$ cat src/text_stats_and_case_filter_unit_assert.svh
// Assertion macros
`ifndef TEXT_STATS_AND_CASE_FILTER_UNIT_ASSERT_SVH
`define TEXT_STATS_AND_CASE_FILTER_UNIT_ASSERT_SVH

`define TSCF_ASSERT_IMPLY(name, clk, rst_n, a, b) \
  name: assert property (@(posedge clk) disable iff (!rst_n) (a) |-> (b)) \
    else $error("tscf assertion failed");

`define TSCF_ASSERT_NEXT(name, clk, rst_n, a, b) \
  name: assert property (@(posedge clk) disable iff (!rst_n) (a) |=> (b)) \
    else $error("tscf assertion failed");

`endif

$ cat src/tscf_pkg.sv
package tscf_pkg;

  localparam int CNT_BITS   = 32;
  localparam int MAX_REMOVE = 8;
  localparam int QDEPTH     = 4;
  localparam int QPTR_BITS  = $clog2(QDEPTH);

  localparam logic [7:0] NEWLINE_BYTE = 8'h0A;

  localparam logic [2:0] MODE_UPPER  = 3'd0;
  localparam logic [2:0] MODE_LOWER  = 3'd1;
  localparam logic [2:0] MODE_TITLE  = 3'd2;
  localparam logic [2:0] MODE_REMOVE = 3'd3;
  localparam logic [2:0] MODE_WRAP   = 3'd4;

  localparam logic [1:0] REG_MODE    = 2'd0;
  localparam logic [1:0] REG_SYMBOLS = 2'd1;
  localparam logic [1:0] REG_COUNT   = 2'd2;
  localparam logic [1:0] REG_WIDTH   = 2'd3;

  typedef logic [CNT_BITS-1:0] cnt_t;

  // one queue entry: a transformed byte with its statistics snapshot
  typedef struct packed {
    logic        byte_valid;
    logic [7:0]  byte_val;
    logic        wrap_nl;
    logic        empty;
    logic [31:0] chars;
    logic [31:0] lines;
    logic [31:0] words;
    logic [31:0] longest;
  } entry_t;

  function automatic cnt_t sat_inc(cnt_t v);
    return (v == '1) ? v : cnt_t'(v + 1'b1);
  endfunction

  function automatic logic [31:0] show32(cnt_t v);
    logic [63:0] w;
    w = 64'(v);
    return (w > 64'hFFFF_FFFF) ? 32'hFFFF_FFFF : w[31:0];
  endfunction

  function automatic cnt_t cnt_max(cnt_t a, cnt_t b);
    return (a > b) ? a : b;
  endfunction

endpackage

$ cat src/text_stats_and_case_filter_unit.sv
// Text statistics and case filter. Takes one byte per cycle (or an end
// word) while the queue is not full and returns one result per byte, two
// when wrap mode inserts a newline. The front stage classifies the byte,
// updates the saturating counters and applies the transform in the
// accepting cycle; a four-entry queue holds finished entries until the
// result side takes them, so each result is registered in the queue before
// it appears. The end word returns the final statistics and resets the
// counters (the line count to one); configuration is kept.
`include "text_stats_and_case_filter_unit_assert.svh"

module text_stats_and_case_filter_unit (
  input  logic        clk,
  input  logic        rst_n,
  input  logic        push,
  output logic        full,
  input  logic [7:0]  in_text_byte,
  input  logic        in_end_of_text,
  output logic        empty,
  input  logic        pop,
  output logic        out_valid,
  output logic [7:0]  out_byte,
  output logic        out_last,
  output logic [31:0] out_char_total,
  output logic [31:0] out_line_total,
  output logic [31:0] out_word_total,
  output logic [31:0] out_longest_line_len,
  output logic        out_empty_input,
  input  logic        cfg_valid,
  output logic        cfg_ready,
  input  logic [1:0]  cfg_index,
  input  logic [63:0] cfg_data
);

  tscf_pkg::entry_t entry, head;
  logic             accept, q_full, q_empty, q_pop;

  assign accept = push && !q_full;
  assign full   = q_full;
  assign empty  = q_empty;

  tscf_front u_front (
    .clk            (clk),
    .rst_n          (rst_n),
    .accept         (accept),
    .in_text_byte   (in_text_byte),
    .in_end_of_text (in_end_of_text),
    .cfg_valid      (cfg_valid),
    .cfg_index      (cfg_index),
    .cfg_data       (cfg_data),
    .cfg_ready      (cfg_ready),
    .entry          (entry)
  );

  tscf_queue u_queue (
    .clk      (clk),
    .rst_n    (rst_n),
    .wr_en    (accept),
    .wr_entry (entry),
    .rd_en    (q_pop),
    .head     (head),
    .q_full   (q_full),
    .q_empty  (q_empty)
  );

  tscf_back u_back (
    .clk                  (clk),
    .rst_n                (rst_n),
    .head                 (head),
    .q_empty              (q_empty),
    .pop                  (pop),
    .q_pop                (q_pop),
    .out_valid            (out_valid),
    .out_byte             (out_byte),
    .out_last             (out_last),
    .out_char_total       (out_char_total),
    .out_line_total       (out_line_total),
    .out_word_total       (out_word_total),
    .out_longest_line_len (out_longest_line_len),
    .out_empty_input      (out_empty_input)
  );

  `TSCF_ASSERT_NEXT(a_push_fills, clk, rst_n, accept, !empty)
  `TSCF_ASSERT_IMPLY(a_drop_zero, clk, rst_n, !empty && !out_valid, out_byte == 8'd0)
  `TSCF_ASSERT_IMPLY(a_nl_first, clk, rst_n, !empty && !out_last,
                     out_valid && out_byte == tscf_pkg::NEWLINE_BYTE && !out_empty_input)
  `TSCF_ASSERT_IMPLY(a_empty_flag, clk, rst_n, !empty && out_empty_input,
                     out_last && !out_valid && out_char_total == 32'd0)

endmodule

$ cat src/tscf_front.sv
module tscf_front (
  input  logic                   clk,
  input  logic                   rst_n,
  input  logic                   accept,
  input  logic [7:0]             in_text_byte,
  input  logic                   in_end_of_text,
  input  logic                   cfg_valid,
  input  logic [1:0]             cfg_index,
  input  logic [63:0]            cfg_data,
  output logic                   cfg_ready,
  output tscf_pkg::entry_t       entry
);

  logic [2:0]  mode_r;
  logic [63:0] syms_r;
  logic [3:0]  rcnt_r;
  logic [7:0]  width_r;

  tscf_pkg::cnt_t chars_r, chars_nxt;
  tscf_pkg::cnt_t lines_r, lines_nxt;
  tscf_pkg::cnt_t words_r, words_nxt;
  tscf_pkg::cnt_t len_r, len_nxt;
  tscf_pkg::cnt_t longest_r, longest_nxt;
  logic           inword_r, inword_nxt;
  logic           letter_r, letter_nxt;
  logic [7:0]     col_r, col_nxt;

  logic           is_nl, is_sp, is_up, is_lo, start_letter, removed;
  logic [7:0]     up_c, lo_c, wrap_w;
  logic [3:0]     rcnt_eff;
  tscf_pkg::cnt_t d_chars, d_lines, d_words, d_len, d_longest;
  tscf_pkg::cnt_t e_words, e_longest;

  assign cfg_ready = 1'b1;

  always_ff @(posedge clk) begin
    if (!rst_n) begin
      mode_r  <= tscf_pkg::MODE_UPPER;
      syms_r  <= '0;
      rcnt_r  <= '0;
      width_r <= 8'd80;
    end else if (cfg_valid) begin
      unique case (cfg_index)
        tscf_pkg::REG_MODE:    mode_r  <= cfg_data[2:0];
        tscf_pkg::REG_SYMBOLS: syms_r  <= cfg_data;
        tscf_pkg::REG_COUNT:   rcnt_r  <= cfg_data[3:0];
        tscf_pkg::REG_WIDTH:   width_r <= cfg_data[7:0];
        default: ;
      endcase
    end
  end

  assign is_nl = (in_text_byte == tscf_pkg::NEWLINE_BYTE);
  assign is_sp = (in_text_byte == 8'd32) || (in_text_byte >= 8'd9 && in_text_byte <= 8'd13);
  assign is_up = (in_text_byte >= 8'd65) && (in_text_byte <= 8'd90);
  assign is_lo = (in_text_byte >= 8'd97) && (in_text_byte <= 8'd122);
  assign up_c  = is_lo ? 8'(in_text_byte - 8'd32) : in_text_byte;
  assign lo_c  = is_up ? 8'(in_text_byte + 8'd32) : in_text_byte;
  assign start_letter = !is_sp && !letter_r && (is_up || is_lo);
  assign rcnt_eff = (rcnt_r > 4'(tscf_pkg::MAX_REMOVE)) ? 4'(tscf_pkg::MAX_REMOVE) : rcnt_r;
  assign wrap_w   = (width_r == 8'd0) ? 8'd1 : width_r;

  always_comb begin
    removed = 1'b0;
    for (int i = 0; i < tscf_pkg::MAX_REMOVE; i++) begin
      if (4'(i) < rcnt_eff && syms_r[8*i +: 8] == in_text_byte) removed = 1'b1;
    end
  end

  // statistics after a data byte
  assign d_chars   = tscf_pkg::sat_inc(chars_r);
  assign d_lines   = is_nl ? tscf_pkg::sat_inc(lines_r) : lines_r;
  assign d_longest = is_nl ? tscf_pkg::cnt_max(len_r, longest_r) : longest_r;
  assign d_len     = is_nl ? '0 : tscf_pkg::sat_inc(len_r);
  assign d_words   = (is_sp && inword_r) ? tscf_pkg::sat_inc(words_r) : words_r;

  // statistics closed by the end item
  assign e_longest = tscf_pkg::cnt_max(len_r, longest_r);
  assign e_words   = inword_r ? tscf_pkg::sat_inc(words_r) : words_r;

  always_comb begin
    chars_nxt   = chars_r;
    lines_nxt   = lines_r;
    words_nxt   = words_r;
    len_nxt     = len_r;
    longest_nxt = longest_r;
    inword_nxt  = inword_r;
    letter_nxt  = letter_r;
    col_nxt     = col_r;
    entry       = '0;
    if (in_end_of_text) begin
      entry.empty   = (chars_r == '0);
      entry.chars   = tscf_pkg::show32(chars_r);
      entry.lines   = tscf_pkg::show32(lines_r);
      entry.words   = tscf_pkg::show32(e_words);
      entry.longest = tscf_pkg::show32(e_longest);
      if (accept) begin
        chars_nxt   = '0;
        lines_nxt   = tscf_pkg::cnt_t'(1);
        words_nxt   = '0;
        len_nxt     = '0;
        longest_nxt = '0;
        inword_nxt  = 1'b0;
        letter_nxt  = 1'b0;
        col_nxt     = '0;
      end
    end else begin
      entry.byte_valid = 1'b1;
      entry.byte_val   = in_text_byte;
      entry.chars      = tscf_pkg::show32(d_chars);
      entry.lines      = tscf_pkg::show32(d_lines);
      entry.words      = tscf_pkg::show32(d_words);
      entry.longest    = tscf_pkg::show32(d_longest);
      case (mode_r)
        tscf_pkg::MODE_UPPER: entry.byte_val = up_c;
        tscf_pkg::MODE_LOWER: entry.byte_val = lo_c;
        tscf_pkg::MODE_TITLE: entry.byte_val = start_letter ? up_c : lo_c;
        tscf_pkg::MODE_REMOVE: begin
          if (removed) begin
            entry.byte_valid = 1'b0;
            entry.byte_val   = '0;
          end
        end
        tscf_pkg::MODE_WRAP: begin
          if (is_nl) begin
            col_nxt = '0;
          end else if (col_r >= wrap_w) begin
            entry.wrap_nl = 1'b1;
            col_nxt       = 8'd1;
          end else begin
            col_nxt = 8'(col_r + 8'd1);
          end
        end
        default: ;
      endcase
      if (!accept) col_nxt = col_r;
      if (accept) begin
        chars_nxt   = d_chars;
        lines_nxt   = d_lines;
        words_nxt   = d_words;
        len_nxt     = d_len;
        longest_nxt = d_longest;
        inword_nxt  = !is_sp;
        letter_nxt  = is_sp ? 1'b0 : (letter_r || start_letter);
      end
    end
  end

  always_ff @(posedge clk) begin
    if (!rst_n) begin
      chars_r   <= '0;
      lines_r   <= tscf_pkg::cnt_t'(1);
      words_r   <= '0;
      len_r     <= '0;
      longest_r <= '0;
      inword_r  <= 1'b0;
      letter_r  <= 1'b0;
      col_r     <= '0;
    end else begin
      chars_r   <= chars_nxt;
      lines_r   <= lines_nxt;
      words_r   <= words_nxt;
      len_r     <= len_nxt;
      longest_r <= longest_nxt;
      inword_r  <= inword_nxt;
      letter_r  <= letter_nxt;
      col_r     <= col_nxt;
    end
  end

endmodule

$ cat src/tscf_queue.sv
module tscf_queue (
  input  logic             clk,
  input  logic             rst_n,
  input  logic             wr_en,
  input  tscf_pkg::entry_t wr_entry,
  input  logic             rd_en,
  output tscf_pkg::entry_t head,
  output logic             q_full,
  output logic             q_empty
);

  tscf_pkg::entry_t                mem_r [tscf_pkg::QDEPTH];
  logic [tscf_pkg::QPTR_BITS-1:0]  wr_ptr_r, rd_ptr_r;
  logic [tscf_pkg::QPTR_BITS:0]    count_r, count_nxt;
  logic                            do_wr, do_rd;

  assign q_full  = (count_r == (tscf_pkg::QPTR_BITS+1)'(tscf_pkg::QDEPTH));
  assign q_empty = (count_r == '0);
  assign do_wr   = wr_en && !q_full;
  assign do_rd   = rd_en && !q_empty;
  assign head    = mem_r[rd_ptr_r];

  always_comb begin
    count_nxt = count_r;
    if (do_wr && !do_rd) count_nxt = count_r + 1'b1;
    if (do_rd && !do_wr) count_nxt = count_r - 1'b1;
  end

  always_ff @(posedge clk) begin
    if (do_wr) mem_r[wr_ptr_r] <= wr_entry;
  end

  always_ff @(posedge clk) begin
    if (!rst_n) begin
      wr_ptr_r <= '0;
      rd_ptr_r <= '0;
      count_r  <= '0;
    end else begin
      if (do_wr) wr_ptr_r <= wr_ptr_r + 1'b1;
      if (do_rd) rd_ptr_r <= rd_ptr_r + 1'b1;
      count_r <= count_nxt;
    end
  end

endmodule

$ cat src/tscf_back.sv
module tscf_back (
  input  logic             clk,
  input  logic             rst_n,
  input  tscf_pkg::entry_t head,
  input  logic             q_empty,
  input  logic             pop,
  output logic             q_pop,
  output logic             out_valid,
  output logic [7:0]       out_byte,
  output logic             out_last,
  output logic [31:0]      out_char_total,
  output logic [31:0]      out_line_total,
  output logic [31:0]      out_word_total,
  output logic [31:0]      out_longest_line_len,
  output logic             out_empty_input
);

  logic phase_r, phase_nxt;
  logic nl_word, taken;

  // an entry with a wrap newline goes out as two words, newline first
  assign nl_word = head.wrap_nl && !phase_r;
  assign taken   = pop && !q_empty;
  assign q_pop   = taken && !nl_word;

  assign out_valid            = head.byte_valid;
  assign out_byte             = nl_word ? tscf_pkg::NEWLINE_BYTE : head.byte_val;
  assign out_last             = !nl_word;
  assign out_char_total       = head.chars;
  assign out_line_total       = head.lines;
  assign out_word_total       = head.words;
  assign out_longest_line_len = head.longest;
  assign out_empty_input      = head.empty;

  always_comb begin
    phase_nxt = phase_r;
    if (taken) phase_nxt = nl_word;
  end

  always_ff @(posedge clk) begin
    if (!rst_n) begin
      phase_r <= 1'b0;
    end else begin
      phase_r <= phase_nxt;
    end
  end

endmodule

$ cat config.mk
export PLATFORM = sky130hd
export DESIGN_NAME = text_stats_and_case_filter_unit
export DESIGN_NICKNAME = d
export VERILOG_FILES = /design/src/tscf_pkg.sv /design/src/text_stats_and_case_filter_unit.sv /design/src/tscf_front.sv /design/src/tscf_queue.sv /design/src/tscf_back.sv
export VERILOG_INCLUDE_DIRS = /design/src /design/src/src
export SDC_FILE = /design/constraint.sdc
export NUM_CORES = 1
export LEC_CHECK = 0
export BUFFER_PORTS_ARGS = -buffer_cell sky130_fd_sc_hd__buf_2
export CORE_MARGIN = 5
export CORE_UTILIZATION = 55
export CTS_BUF_LIST = sky130_fd_sc_hd__clkbuf_8
export DETAILED_ROUTE_END_ITERATION = 8
export GPL_TIMING_DRIVEN = 0
export PLACE_DENSITY = 0.76
export SYNTH_ARGS = -nofsm -noshare
export SYNTH_HDL_FRONTEND = slang
export SYNTH_SLANG_ARGS = --single-unit
export TNS_END_PERCENT = 5
$ cat constraint.sdc
create_clock -name clk -period 6.2 [get_ports clk]
set_input_delay 0.31 -clock clk [delete_from_list [all_inputs] [get_ports clk]]
set_output_delay 0.31 -clock clk [all_outputs]
set_load 0.03 [all_outputs]
==> impl_metrics.csv <==
group,metric,value,unit
critical_path,required,5890,ps
routing,drt.antenna.violating_nets,0,
routing,drt_drc_violations_left,0,
floorplanning,die_y,265,microns
timing,layout_worst_path_cycle_share,74.3,%
flow_run,maxCapViolations,1,
critical_path,worst_ep_arrival_time,4300,ps
clocking,clockRootBuffer,"clkbuf_8",
final_layout,area.growth.synth_to_final,15.6,%
clocking,clk-insertion-delay-late,790,ps
hold_path,timing.hold.worst.class,"primary input to flop",
final_layout,post_route_cells_drive_above_1_share,19.2,%
synth,post_synth_instance_area,35800,sq um
pwr,power.static_leakage,0.0145,uW
critical_path,worst-path-max-fanout,10,
clocking,tritoncts_sink_count,815,
routing,detailroute.via_count,25100,
synth,synth-seq-area-share,61.1,%
pwr,irDropWorstVdd,237,uV
clocking,cts.clk_slew.worst_paths,70,ps
routing,post_drt_via_cell_ratio,6.03,
floorplanning,row_count,93,
timing,max_clock_freq,217,MHz
clocking,cts_tree,"done",
routing,iteration_0_drc_markers,2524,
synth,synthArstFlopShare,0,%
timing,final.setup_skew,40.0,ps
final_layout,final_design_area_no_fill,41400,sq um
synth,synthDistinctLibCells,90,
floorplanning,dieArea,70300,sq um
placement,dpl-instance-area,38200,sq um
timing,final.min_clock_period,4610,ps
global_route,grt_pass1_vias,25300,
run_status,failed_checks,"max-capacitance violations, max-slew violations",
floorplanning,die-width,265,microns
timing,maxSlewHeadroom,-2.86,%
final_layout,num-fill-cells,4778,
global_route,wire_length_of_the_first_global_routing_pass,143000,microns
clocking,clk_path_buf_depth,3,
floorplanning,initial_util,55.6,%
placement,finalWeightedCongestion,0.934,
timing,setup-tns-final,0,ps
global_route,grt_overflow_total,0,
timing,final-hold-violation-count,0,
final_layout,multiInputGateArea,12900,sq um
routing,drtPass1Iterations,6,
global_route,globalRouteTotalUtil,26.0,%
routing,wl,93000,microns
critical_path,crit_path_start_kind,"flop",
global_route,grt_max_degree,50,
synth,synthDominantCellAreaShare,46.6,%
synth,synth_area_per_cell,12.9,sq um
synth,netlist.top_cell.by_area,"edfxtp_1",
clocking,htree_num_levels,4,
timing,final-setup-viol-count,0,
timing,finalMaxSlewViolations,11,
routing,drt-wirelength-per-cell,22.3,microns
floorplanning,boundaryPins,222,
clocking,cts_setup_buffers,0,
final_layout,regArea,21900,sq um
placement,port_buffers,216,
synth,ys.flop_type,"edfxtp_1",
clocking,tritoncts.num_buffers,133,
timing,max_slew.worst_pin.slew,1540,ps
synth,synth-edff-count,556,
floorplanning,core_area,64500,sq um
pwr,power,13500,uW
clocking,cts_hold_repair.buffers,68,
critical_path,worstSetupEndpointType,"output pin",
global_route,antenna_found_initial,11,
synth,synth_cells,2771,
run_status,status,"finished with violations",
synth,ys_warn_count,0,
timing,hold_slack,81.8,ps
final_layout,nets,3334,
synth,synth.ff_latch_count,815,
pwr,power_per_cell_area,327,nW/um^2
synth,synth.area.top_cells,"edfxtp_1 (47%), dfxtp_1 (14%), mux4_2 (8.7%), nand2_1 (2.9%), xor2_1 (2.8%)",
timing,rsz0062_at_grt,"no",
clocking,ctsResizeCount,0,
critical_path,worstSetupPathType,"flop to output pin",
placement,half_perimeter_wire_length_after_placement,62900,microns
synth,mapped_nets,2907,
-- metal layers --
metal  part of all wire (%)  global-route usage (%)  vias up
met5                  0.037                       0        -
met4                    3.7                    10.8        6
met3                    7.8                    5.25      249
met2                     49                    42.8     1107
met1                     40                    34.2    12400
li1                       -                       -    11300
-- area by class of cell --
type,instances,share of cell area [%]
multi-input combinational,1715,31.3
timing repair buffer,292,4.79
clock buffer,149,4.95
buffer,169,1.77
sequential,815,52.9
clock inverter,92,1.08
inverter,72,0.653
tap,855,2.58
antenna,6,0.0363
-- logic make-up (layout without fill, tap and decap cells) --
| logic type | Yosys count | count (layout) | synth area share, % |
|---|---|---|---|
| XOR/XNOR | 185 | 185 | 4.52 |
| multiplexers | 180 | 180 | 10.0 |
| AO/OA/AOI/OAI | 469 | 469 | 8.17 |
| adder cells (fa/ha/maj) | 56 | 56 | 1.98 |
| AND/OR/NAND/NOR | 824 | 824 | 11.4 |
| buffers and inverters | 241 | 774 | 2.80 |
| flip-flops | 815 | 815 | 61.1 |
| other | 1 | 7 | 0.0105 |
-- cell usage in the layout, fill, tap and decap left out, types with 37 or more instances in the layout --
cell type / Yosys / final
edfxtp_1: 556 / 556
nand2_1: 279 / 279
dfxtp_1: 259 / 259
buf_2: 25 / 241
a21oi_1: 169 / 169
nor2_1: 160 / 160
clkbuf_8: 2 / 151
mux4_2: 139 / 139
inv_1: 71 / 130
xor2_1: 116 / 116
o21ai_0: 106 / 106
clkbuf_1: 99 / 99
nand3_1: 85 / 85
xnor2_1: 69 / 69
dlygate4sd3_1: 0 / 68
nor3_1: 56 / 56
ha_1: 55 / 55
nand4_1: 47 / 47
a22o_1: 37 / 37
-- path summary, 6_finish.rpt --
kind                      start                  endpoint  slack, ps  cells after the start
max reg2reg  u_queue.count_r[2]       u_front.chars_r[23]       2710                      7
min                   cfg_valid        u_front.width_r[1]         80                      4
max                        flop  out_longest_line_len[30]       1590                      5
min reg2reg  u_front.width_r[5]        u_front.width_r[5]        460                      2
-- flip-flops by register name (all words and copies together) (netlist names), 3 cells and up, named ones only --
register           cells
u_queue.mem_r        556
u_front.syms_r        64
u_front.chars_r       32
u_front.len_r         32
u_front.lines_r       32
u_front.longest_r     32
u_front.words_r       32
u_front.col_r          8
u_front.width_r        8
u_front.rcnt_r         4
u_front.mode_r         3
u_queue.count_r        3
-- worst max-delay path, cell delays in order, from the launching register on --
cell	delay (ps)
dfxtp_1	310
clkbuf_1	200
clkbuf_1	1150
buf_1	910
mux4_2	700
buf_2	220
-- report_power, final --
group / switching (uW) / total, uW / internal (uW) / leakage [uW]
clock: 2090 / 4370 / 2280 / 0.00148
combinational: 1880 / 2880 / 1000 / 0.00604
sequential: 104 / 6280 / 6180 / 0.00703
total: 4070 / 13500 / 9470 / 0.0145
-- Yosys cell counts, types with 33 or more instances --
| cell | count |
|---|---|
| a21oi_1 | 169 |
| a22o_1 | 37 |
| a31oi_1 | 35 |
| and3_1 | 39 |
| buf_1 | 33 |
| clkbuf_1 | 99 |
| dfxtp_1 | 259 |
| edfxtp_1 | 556 |
| ha_1 | 55 |
| inv_1 | 71 |
| mux4_2 | 139 |
| nand2_1 | 279 |
| nand3_1 | 85 |
| nand4_1 | 47 |
| nor2_1 | 160 |
| nor3_1 | 56 |
| nor4_1 | 33 |
| o21ai_0 | 106 |
| xnor2_1 | 69 |
| xor2_1 | 116 |
-- per-stage QoR --
step,utilization [%],cells,worst slack [ps]
2_1_floorplan,-,2771,1920
3_3_place_gp,58.9,3842,-595
3_5_place_dp,59.3,3850,2380
4_1_cts,64.2,4159,1490
5_1_grt,64.2,4164,1420
6_report,64.2,4165,1590
Note: power is estimated with default switching activity, not from simulation.
